$ cat src/rtl/ccs_pkg.sv
// Shared types and constants for the C comment stripper.
// Used by the front, queue and back modules and by the top level.
package ccs_pkg;

  localparam int unsigned COUNT_BITS_DEF  = 32;
  localparam int unsigned QUEUE_DEPTH_DEF = 4;
  localparam int unsigned REPORT_W        = 32;

  localparam logic [7:0] CH_NEWLINE = 8'h0A;
  localparam logic [7:0] CH_SLASH   = 8'h2F;
  localparam logic [7:0] CH_STAR    = 8'h2A;

  typedef enum logic [2:0] {
    MODE_NORMAL     = 3'd0,
    MODE_SLASH      = 3'd1,
    MODE_BLOCK      = 3'd2,
    MODE_BLOCK_STAR = 3'd3,
    MODE_LINE       = 3'd4
  } scan_mode_t;

  // One queue entry carries all results caused by one input item.
  typedef struct packed {
    logic [7:0]          byte0;
    logic [7:0]          byte1;
    logic                two;     // a second result follows the first
    logic                valid0;  // first result carries a kept byte
    logic                last;    // final result of the text is in this entry
    logic [REPORT_W-1:0] count;
  } ccs_entry_t;

endpackage

$ cat src/rtl/ccs_front.sv
// Front part: accepts source bytes, runs the comment scanner and the
// removed-byte counter, and writes the results of each byte to the queue.
// Depends on ccs_pkg.
module ccs_front #(
  parameter int unsigned COUNT_BITS = ccs_pkg::COUNT_BITS_DEF
) (
  input  logic                clk,
  input  logic                rst_n,
  input  logic                in_tvalid,
  output logic                in_tready,
  input  logic [7:0]          in_tdata,
  input  logic                in_tlast,
  input  logic                q_full,
  output logic                q_push,
  output ccs_pkg::ccs_entry_t q_din
);
  import ccs_pkg::*;

  localparam logic [COUNT_BITS-1:0] CAP = {COUNT_BITS{1'b1}};

  scan_mode_t            mode_r, mode_nxt;
  logic [COUNT_BITS-1:0] total_r, total_nxt, total_add;
  logic [1:0]            add_n;
  logic [1:0]            n_res;
  logic [7:0]            b0, b1;
  logic                  v0;
  scan_mode_t            mode_scan;
  logic                  accept;

  assign in_tready = !q_full;
  assign accept    = in_tvalid && in_tready;

  always_ff @(posedge clk) begin
    if (!rst_n) begin
      mode_r  <= MODE_NORMAL;
      total_r <= '0;
    end else begin
      mode_r  <= mode_nxt;
      total_r <= total_nxt;
    end
  end

  always_comb begin
    add_n     = 2'd0;
    n_res     = 2'd0;
    b0        = 8'h00;
    b1        = 8'h00;
    v0        = 1'b1;
    mode_scan = mode_r;
    unique case (mode_r)
      MODE_SLASH: begin
        if (in_tdata == CH_STAR) begin
          add_n     = 2'd2;
          mode_scan = MODE_BLOCK;
        end else if (in_tdata == CH_SLASH) begin
          add_n     = 2'd2;
          mode_scan = MODE_LINE;
        end else begin
          n_res     = 2'd2;
          b0        = CH_SLASH;
          b1        = in_tdata;
          mode_scan = MODE_NORMAL;
        end
      end
      MODE_BLOCK: begin
        add_n = 2'd1;
        if (in_tdata == CH_STAR) mode_scan = MODE_BLOCK_STAR;
      end
      MODE_BLOCK_STAR: begin
        add_n = 2'd1;
        if (in_tdata == CH_SLASH) mode_scan = MODE_NORMAL;
        else if (in_tdata != CH_STAR) mode_scan = MODE_BLOCK;
      end
      MODE_LINE: begin
        if (in_tdata == CH_NEWLINE) begin
          n_res     = 2'd1;
          b0        = in_tdata;
          mode_scan = MODE_NORMAL;
        end else begin
          add_n = 2'd1;
        end
      end
      default: begin
        if (in_tdata == CH_SLASH) mode_scan = MODE_SLASH;
        else begin
          n_res = 2'd1;
          b0    = in_tdata;
        end
      end
    endcase

    // End of text: a held slash can only come from normal text, so no
    // result is pending yet when it is flushed.
    if (in_tlast) begin
      if (mode_scan == MODE_SLASH) begin
        n_res = 2'd1;
        b0    = CH_SLASH;
      end
      if (n_res == 2'd0) begin
        n_res = 2'd1;
        b0    = 8'h00;
        v0    = 1'b0;
      end
    end

    if (total_r > CAP - COUNT_BITS'(add_n)) total_add = CAP;
    else total_add = total_r + COUNT_BITS'(add_n);

    mode_nxt  = mode_r;
    total_nxt = total_r;
    if (accept) begin
      if (in_tlast) begin
        mode_nxt  = MODE_NORMAL;
        total_nxt = '0;
      end else begin
        mode_nxt  = mode_scan;
        total_nxt = total_add;
      end
    end

    q_push       = accept && (n_res != 2'd0);
    q_din.byte0  = b0;
    q_din.byte1  = b1;
    q_din.two    = (n_res == 2'd2);
    q_din.valid0 = v0;
    q_din.last   = in_tlast;
    q_din.count  = REPORT_W'(total_add);
  end

endmodule

$ cat src/rtl/ccs_queue.sv
// Short queue between the front and back parts of the comment stripper.
// Register-based, one push unless full and one pop unless empty per cycle. Depends on ccs_pkg.
module ccs_queue #(
  parameter int unsigned DEPTH = ccs_pkg::QUEUE_DEPTH_DEF
) (
  input  logic                clk,
  input  logic                rst_n,
  input  logic                push,
  output logic                full,
  input  ccs_pkg::ccs_entry_t din,
  input  logic                pop,
  output logic                empty,
  output ccs_pkg::ccs_entry_t dout
);
  import ccs_pkg::*;

  localparam int unsigned PTR_W = (DEPTH > 1) ? $clog2(DEPTH) : 1;
  localparam int unsigned CNT_W = $clog2(DEPTH + 1);

  ccs_entry_t       mem_r [DEPTH];
  logic [PTR_W-1:0] wr_ptr_r, wr_ptr_nxt, rd_ptr_r, rd_ptr_nxt;
  logic [CNT_W-1:0] cnt_r, cnt_nxt;
  logic             do_push, do_pop;

  assign full    = (cnt_r == CNT_W'(DEPTH));
  assign empty   = (cnt_r == '0);
  assign do_push = push && !full;
  assign do_pop  = pop && !empty;
  assign dout    = mem_r[rd_ptr_r];

  always_comb begin
    wr_ptr_nxt = wr_ptr_r;
    rd_ptr_nxt = rd_ptr_r;
    cnt_nxt    = cnt_r;
    if (do_push) begin
      wr_ptr_nxt = (wr_ptr_r == PTR_W'(DEPTH - 1)) ? '0 : wr_ptr_r + 1'b1;
    end
    if (do_pop) begin
      rd_ptr_nxt = (rd_ptr_r == PTR_W'(DEPTH - 1)) ? '0 : rd_ptr_r + 1'b1;
    end
    if (do_push && !do_pop) cnt_nxt = cnt_r + 1'b1;
    else if (do_pop && !do_push) cnt_nxt = cnt_r - 1'b1;
  end

  always_ff @(posedge clk) begin
    if (!rst_n) begin
      wr_ptr_r <= '0;
      rd_ptr_r <= '0;
      cnt_r    <= '0;
    end else begin
      wr_ptr_r <= wr_ptr_nxt;
      rd_ptr_r <= rd_ptr_nxt;
      cnt_r    <= cnt_nxt;
    end
  end

  always_ff @(posedge clk) begin
    if (do_push) mem_r[wr_ptr_r] <= din;
  end

endmodule

$ cat src/rtl/ccs_back.sv
// Back part: takes queue entries apart into single results and holds each
// in the output register until the sink takes it. Depends on ccs_pkg.
module ccs_back (
  input  logic                clk,
  input  logic                rst_n,
  input  logic                q_empty,
  input  ccs_pkg::ccs_entry_t q_dout,
  output logic                q_pop,
  output logic                out_tvalid,
  input  logic                out_tready,
  output logic [39:0]         out_tdata,
  output logic                out_tuser,
  output logic                out_tlast
);
  import ccs_pkg::*;

  logic                out_valid_r, out_valid_nxt;
  logic                sel_r, sel_nxt;
  logic                load;
  logic [7:0]          byte_r;
  logic                user_r, last_r;
  logic [REPORT_W-1:0] count_r;

  assign load = !out_valid_r || out_tready;

  always_comb begin
    out_valid_nxt = out_valid_r;
    sel_nxt       = sel_r;
    q_pop         = 1'b0;
    if (load) begin
      out_valid_nxt = !q_empty;
      if (!q_empty) begin
        // The second half of a two-result entry is sent on the next load.
        if (!sel_r && q_dout.two) begin
          sel_nxt = 1'b1;
        end else begin
          sel_nxt = 1'b0;
          q_pop   = 1'b1;
        end
      end
    end
  end

  always_ff @(posedge clk) begin
    if (!rst_n) begin
      out_valid_r <= 1'b0;
      sel_r       <= 1'b0;
    end else begin
      out_valid_r <= out_valid_nxt;
      sel_r       <= sel_nxt;
    end
  end

  always_ff @(posedge clk) begin
    if (load && !q_empty) begin
      byte_r  <= sel_r ? q_dout.byte1 : q_dout.byte0;
      user_r  <= sel_r ? 1'b1 : q_dout.valid0;
      last_r  <= q_dout.last && (sel_r || !q_dout.two);
      count_r <= q_dout.count;
    end
  end

  assign out_tvalid = out_valid_r;
  assign out_tdata  = {count_r, byte_r};
  assign out_tuser  = user_r;
  assign out_tlast  = last_r;

endmodule

$ cat src/rtl/c_comment_stripper_top.sv
// C comment stripper. Source bytes enter one per cycle, while the queue has
// room, on the in_ channel and leave on the out_ channel with block and line
// comments removed; the newline closing a line comment is kept. A lone slash
// is held until the next byte and then sent with it, so that byte yields two
// results, sent one after the other; every other byte yields at most one
// result, and a byte marked last always yields at least one (empty if nothing
// is kept), marked with out_tlast, after which the scanner starts fresh. The
// front takes a byte in the cycle it arrives and its results pass through the
// queue and the output register; the queue (four deep by default) lets input
// keep flowing while the output stalls. out_tdata[39:8] carries the saturating
// count of removed bytes. Depends on ccs_pkg, ccs_front, ccs_queue, ccs_back.
module c_comment_stripper_top #(
  parameter int unsigned COUNT_BITS  = ccs_pkg::COUNT_BITS_DEF,
  parameter int unsigned QUEUE_DEPTH = ccs_pkg::QUEUE_DEPTH_DEF
) (
  input  logic        clk,
  input  logic        rst_n,
  input  logic        in_tvalid,
  output logic        in_tready,
  input  logic [7:0]  in_tdata,   // [7:0] in_byte
  input  logic        in_tlast,   // end_of_text
  output logic        out_tvalid,
  input  logic        out_tready,
  output logic [39:0] out_tdata,  // [7:0] out_byte, [39:8] removed_count
  output logic        out_tuser,  // [0] byte_valid
  output logic        out_tlast   // last_of_text
);
  import ccs_pkg::*;

  ccs_entry_t q_din, q_dout;
  logic       q_empty, q_pop, q_push, q_full;

  ccs_front #(.COUNT_BITS(COUNT_BITS)) u_front (
    .clk       (clk),
    .rst_n     (rst_n),
    .in_tvalid (in_tvalid),
    .in_tready (in_tready),
    .in_tdata  (in_tdata),
    .in_tlast  (in_tlast),
    .q_full    (q_full),
    .q_push    (q_push),
    .q_din     (q_din)
  );

  ccs_queue #(.DEPTH(QUEUE_DEPTH)) u_queue (
    .clk    (clk),
    .rst_n  (rst_n),
    .push   (q_push),
    .full   (q_full),
    .din    (q_din),
    .pop    (q_pop),
    .empty  (q_empty),
    .dout   (q_dout)
  );

  ccs_back u_back (
    .clk        (clk),
    .rst_n      (rst_n),
    .q_empty    (q_empty),
    .q_dout     (q_dout),
    .q_pop      (q_pop),
    .out_tvalid (out_tvalid),
    .out_tready (out_tready),
    .out_tdata  (out_tdata),
    .out_tuser  (out_tuser),
    .out_tlast  (out_tlast)
  );

endmodule

$ cat config.mk
export PLATFORM = sky130hd
export DESIGN_NAME = c_comment_stripper_top
export DESIGN_NICKNAME = d
export VERILOG_FILES = /design/src/rtl/ccs_pkg.sv /design/src/rtl/ccs_front.sv /design/src/rtl/ccs_queue.sv /design/src/rtl/ccs_back.sv /design/src/rtl/c_comment_stripper_top.sv
export SDC_FILE = /design/constraint.sdc
export NUM_CORES = 1
export LEC_CHECK = 0
export BUFFER_PORTS_ARGS = -buffer_cell sky130_fd_sc_hd__buf_2
export CORE_UTILIZATION = 34
export DETAILED_ROUTE_END_ITERATION = 8
export PLACE_DENSITY_LB_ADDON = 0.3
export SYNTH_ARGS = -nofsm -noshare
export SYNTH_HDL_FRONTEND = slang
export SYNTH_SLANG_ARGS = --single-unit
export TNS_END_PERCENT = 50
$ cat constraint.sdc
create_clock -name clk -period 10.95 [get_ports clk]
set_clock_uncertainty 0.1 [all_clocks]
set_input_delay 1.095 -clock clk [delete_from_list [all_inputs] [get_ports clk]]
set_output_delay 1.095 -clock clk [all_outputs]
set_load 0.03 [all_outputs]
==> results.tsv <==
stage	metric	value	unit
status	status	finished, final reports clean	
die	die-area	0.0361	mm²
global_routing	antenna_found_initial	2	
die	die_height	190	µm
drt	routedWlPerCell	18.9	µm
setup_path	reg2reg_to	u_queue.mem_r[2][16]$_DFFE_PP_	
hold_path	hold_class	flop to flop	
setup_path	cpMaxStageDelayCell	or4_4	
clock_network	ctsHoldBuffers	0	
logic_synthesis	synth_seq_cells	292	
timing	whs	0.406	ns
timing	slew_viol_final	0	
die	chipWidth	190	µm
clock_network	clockBufferDepth	3	
timing	max_freq	231	MHz
setup_path	rr_worst_depth	13	
setup_path	path_class	input port to flop	
placed_design	post-dp-hpwl	14100	µm
logic_synthesis	synth_edf_count	246	
die	core-area	0.0346	mm²
global_routing	first_global_vias	6721	
logic_synthesis	syn-instance-count	765	
pwr	peakVddDrop	0.000110	V
logic_synthesis	avgSynthCellArea	15.7	µm²
clock_network	clock_sinks	292	
setup_path	worstPathMaxFanout	45	
setup_path	worstReg2RegStart	u_front.mode_r[2]$_SDFFE_PN0P_	
final_layout	n_fill_cell	3148	
final_layout	layout-drive-gt1-share	0.222	
global_routing	overflow	0	
logic_synthesis	synth-seq-area-share	0.691	
timing	max-slew-margin-rel	0.294	
setup_path	path_cells	buf_2 > nor4b_1 > nand2_1 > or3_1 > inv_1 > ha_1 > nand2_1 > nand3_1 > or4_4 > or4_4 > a211o_1 > a21oi_1	
drt	ant_nets	0	
hold_path	hp-start	u_queue.wr_ptr_r[1]$_SDFFE_PN0P_	
clock_network	path_clk_slew	0.07	ns
timing	worst_pin_slew	1.06	ns
drt	wl	24400	µm
final_layout	nNetsFinal	839	
timing	setup_violations	0	
timing	period_share	0.396	
placed_design	portBuffers	56	
setup_path	crit_arrival	4.70	ns
logic_synthesis	synth.net_count	789	
global_routing	grt_pass1_wl	38700	µm
global_routing	grt_max_degree	52	
clock_network	cts_resized	0	
logic_synthesis	postSynth.asyncResetShare	0	
hold_path	holdPathEnd	u_queue.wr_ptr_r[1]$_SDFFE_PN0P_	
placed_design	place_congestion	0.847	
final_layout	area_growth_syn_to_layout	13.7	%
clock_network	cts-buffers-inserted	29	
drt	vias	6592	
timing	rsz0062_at_grt	no	
clock_network	clk_latency	0.54	ns
timing	setup_tns	0	ns
die	ios	57	
setup_path	start_kind	input port	
timing	hold_violations	0	
pwr	p_total	3.18	mW
setup_path	path_buf_inv	2	
final_layout	multi_input_area	0.00348	mm²
clock_network	post_cts_buffers	0	
pwr	p_leak	4.49	nW
hold_path	whs_path_depth	2	
pwr	power.density	233	mW/mm²
die	initial_utilization	0.347	
logic_synthesis	ys_warn_count	0	
logic_synthesis	synth_ff_type	edfxtp_1	
setup_path	endpoint_kind	flop	
drt	drc_errors	0	
setup_path	slowest_delay	0.76	ns
final_layout	regArea	0.00832	mm²
drt	via_per_inst	5.09	
drt	drtIter0Drc	584	
setup_path	cp_top_family	simple AND/OR/NAND/NOR gates	
setup_path	cp.required	11.32	ns
setup_path	r2r_slack	7.06	ns
die	fp-row-count	68	
logic_synthesis	syn_area	0.0120	mm²
run	cap_violations	0	
clock_network	cts_tree	built	
logic_synthesis	synth_cell_types	51	
timing	period_needed	4.34	ns
drt	first_pass_iters	7	
clock_network	h-tree-depth	1	
clock_network	cts-root-buf	clkbuf_16	
global_routing	globalRouteTotalUtil	0.138	
## final cells by class
type / count / share of cell area
diodes: 2 / 0.000366
clock buffers: 33 / 0.0542
clock inverters: 21 / 0.0122
inverters: 19 / 0.00522
multi-input cells: 412 / 0.255
flip-flops and latches: 292 / 0.608
well taps: 455 / 0.0417
repair buffers: 61 / 0.0233
## worst reg2reg max path, stage by stage (launching register included)
cell and delay, ns:
dfxtp_1 0.49, or3b_2 0.48, a31oi_1 0.26, a21oi_1 0.12, inv_1 0.08, ha_1 0.17
inv_1 0.06, fa_1 0.44, and3b_1 0.46, nand2b_1 0.16, nor2_1 0.27, and3_1 0.26
xnor2_1 0.13, nand2_1 0.12
## cells in the mapped netlist, drive strengths merged (3+ instances only)
| cell type | instances | area, µm² |
|---|---|---|
| nand3 | 16 | 80.1 |
| a21boi | 3 | 22.5 |
| a211oi | 5 | 37.5 |
| nor2 | 32 | 120 |
| inv | 19 | 71.3 |
| edfxtp | 246 | 7390 |
| clkbuf | 35 | 131 |
| mux2i | 6 | 60.1 |
| xor2 | 7 | 61.3 |
| nand2b | 3 | 18.8 |
| a211o | 3 | 26.3 |
| and2 | 19 | 119 |
| mux4 | 51 | 1150 |
| nand4 | 8 | 56.3 |
| nand3b | 3 | 22.5 |
| and4 | 4 | 37.5 |
| a41oi | 3 | 26.3 |
| nor4 | 7 | 43.8 |
| xnor2 | 22 | 193 |
| buf | 7 | 48.8 |
| o21ai | 27 | 135 |
| nor2b | 10 | 62.6 |
| a21oi | 27 | 135 |
| and3 | 16 | 100 |
| nand2 | 50 | 188 |
| ha | 9 | 113 |
| a311oi | 3 | 26.3 |
| o221a | 7 | 78.8 |
| or3 | 3 | 18.8 |
| a31oi | 10 | 62.6 |
| o21a | 11 | 82.6 |
| nor3 | 18 | 90.1 |
| mux2 | 9 | 101 |
| dfxtp | 46 | 921 |
## where the power goes
group,internal [mW],switching [mW]
sequential,1.43,0.103
clock,0.534,0.413
combinational,0.279,0.424
total,2.24,0.941
## per-layer routing
| metal | share of wire | global-route usage | vias to the layer above |
|---|---|---|---|
| met2 | 0.47 | 0.225 | 129 |
| met5 | 0 | 0 | - |
| li1 | - | - | 3079 |
| met1 | 0.47 | 0.189 | 3349 |
| met4 | 0.021 | 0.0428 | 0 |
| met3 | 0.042 | 0.0223 | 35 |
## state kept, by name (all words and copies together) (netlist names), named ones only
register / count
u_back.byte_r: 8
u_back.count_r: 32
u_back.out_tlast: 1
u_back.out_tuser: 1
u_back.out_tvalid: 1
u_back.sel_r: 1
u_front.mode_r: 3
u_front.total_r: 32
u_queue.cnt_r: 3
u_queue.mem_r: 204
u_queue.rd_ptr_r: 2
u_queue.wr_ptr_r: 2
## metrics by stage
stage               setup slack, ns  std cells  instance area [µm²]   util
floorplan                      3.65        765                12000      -
global placement               6.14       1239                12800  0.368
detailed placement             6.05       1239                12800  0.368
CTS                            6.63       1293                13700  0.395
global route                   6.31       1294                13700  0.395
finish                         6.61       1295                13700  0.395
## logic make-up (layout without fill, tap and decap cells)
logic type      count (synthesis)  in the layout  synth area share
compound gates                108            108            0.0585
xor+xnor                       29             29            0.0211
fa+ha+maj                      11             11            0.0127
buf+inv                        61            134            0.0209
flops                         292            292             0.691
mux                            66             66             0.109
other cells                     0              2                 0
simple gates                  198            198            0.0862
## layout by cell type (no fill, tap or decap), drive strengths merged, types with 4 or more instances in the layout
cell,count
xnor2,22
nand4,8
nor3,18
nand3,16
xor2,7
inv,21
nor2b,10
nor4,7
clkbuf,33
buf,61
o21a,11
mux2,9
edfxtp,246
ha,9
mux4,51
and4,4
and3,16
nand2,50
nor2,32
and2,19
clkinv,14
o21ai,27
a211oi,5
mux2i,6
dfxtp,46
a31oi,10
o221a,7
a21oi,27
## worst max path at each step
stage / to / start / slack (ns) / cells after the start
after floorplan: u_queue.mem_r[3][0]$_DFFE_PP_ / in_tdata[2] / 3.65 / 6
after global placement: u_front.total_r[2]$_SDFFE_PN0P_ / in_tdata[4] / 6.14 / 12
after detailed placement: u_front.total_r[9]$_SDFFE_PN0P_ / in_tdata[4] / 6.05 / 12
after CTS: u_front.total_r[9]$_SDFFE_PN0P_ / in_tdata[4] / 6.63 / 12
after global routing: u_front.total_r[9]$_SDFFE_PN0P_ / in_tdata[4] / 6.31 / 12
final: u_front.total_r[2]$_SDFFE_PN0P_ / in_tdata[4] / 6.61 / 12
Power figures use the tool's default switching activity.
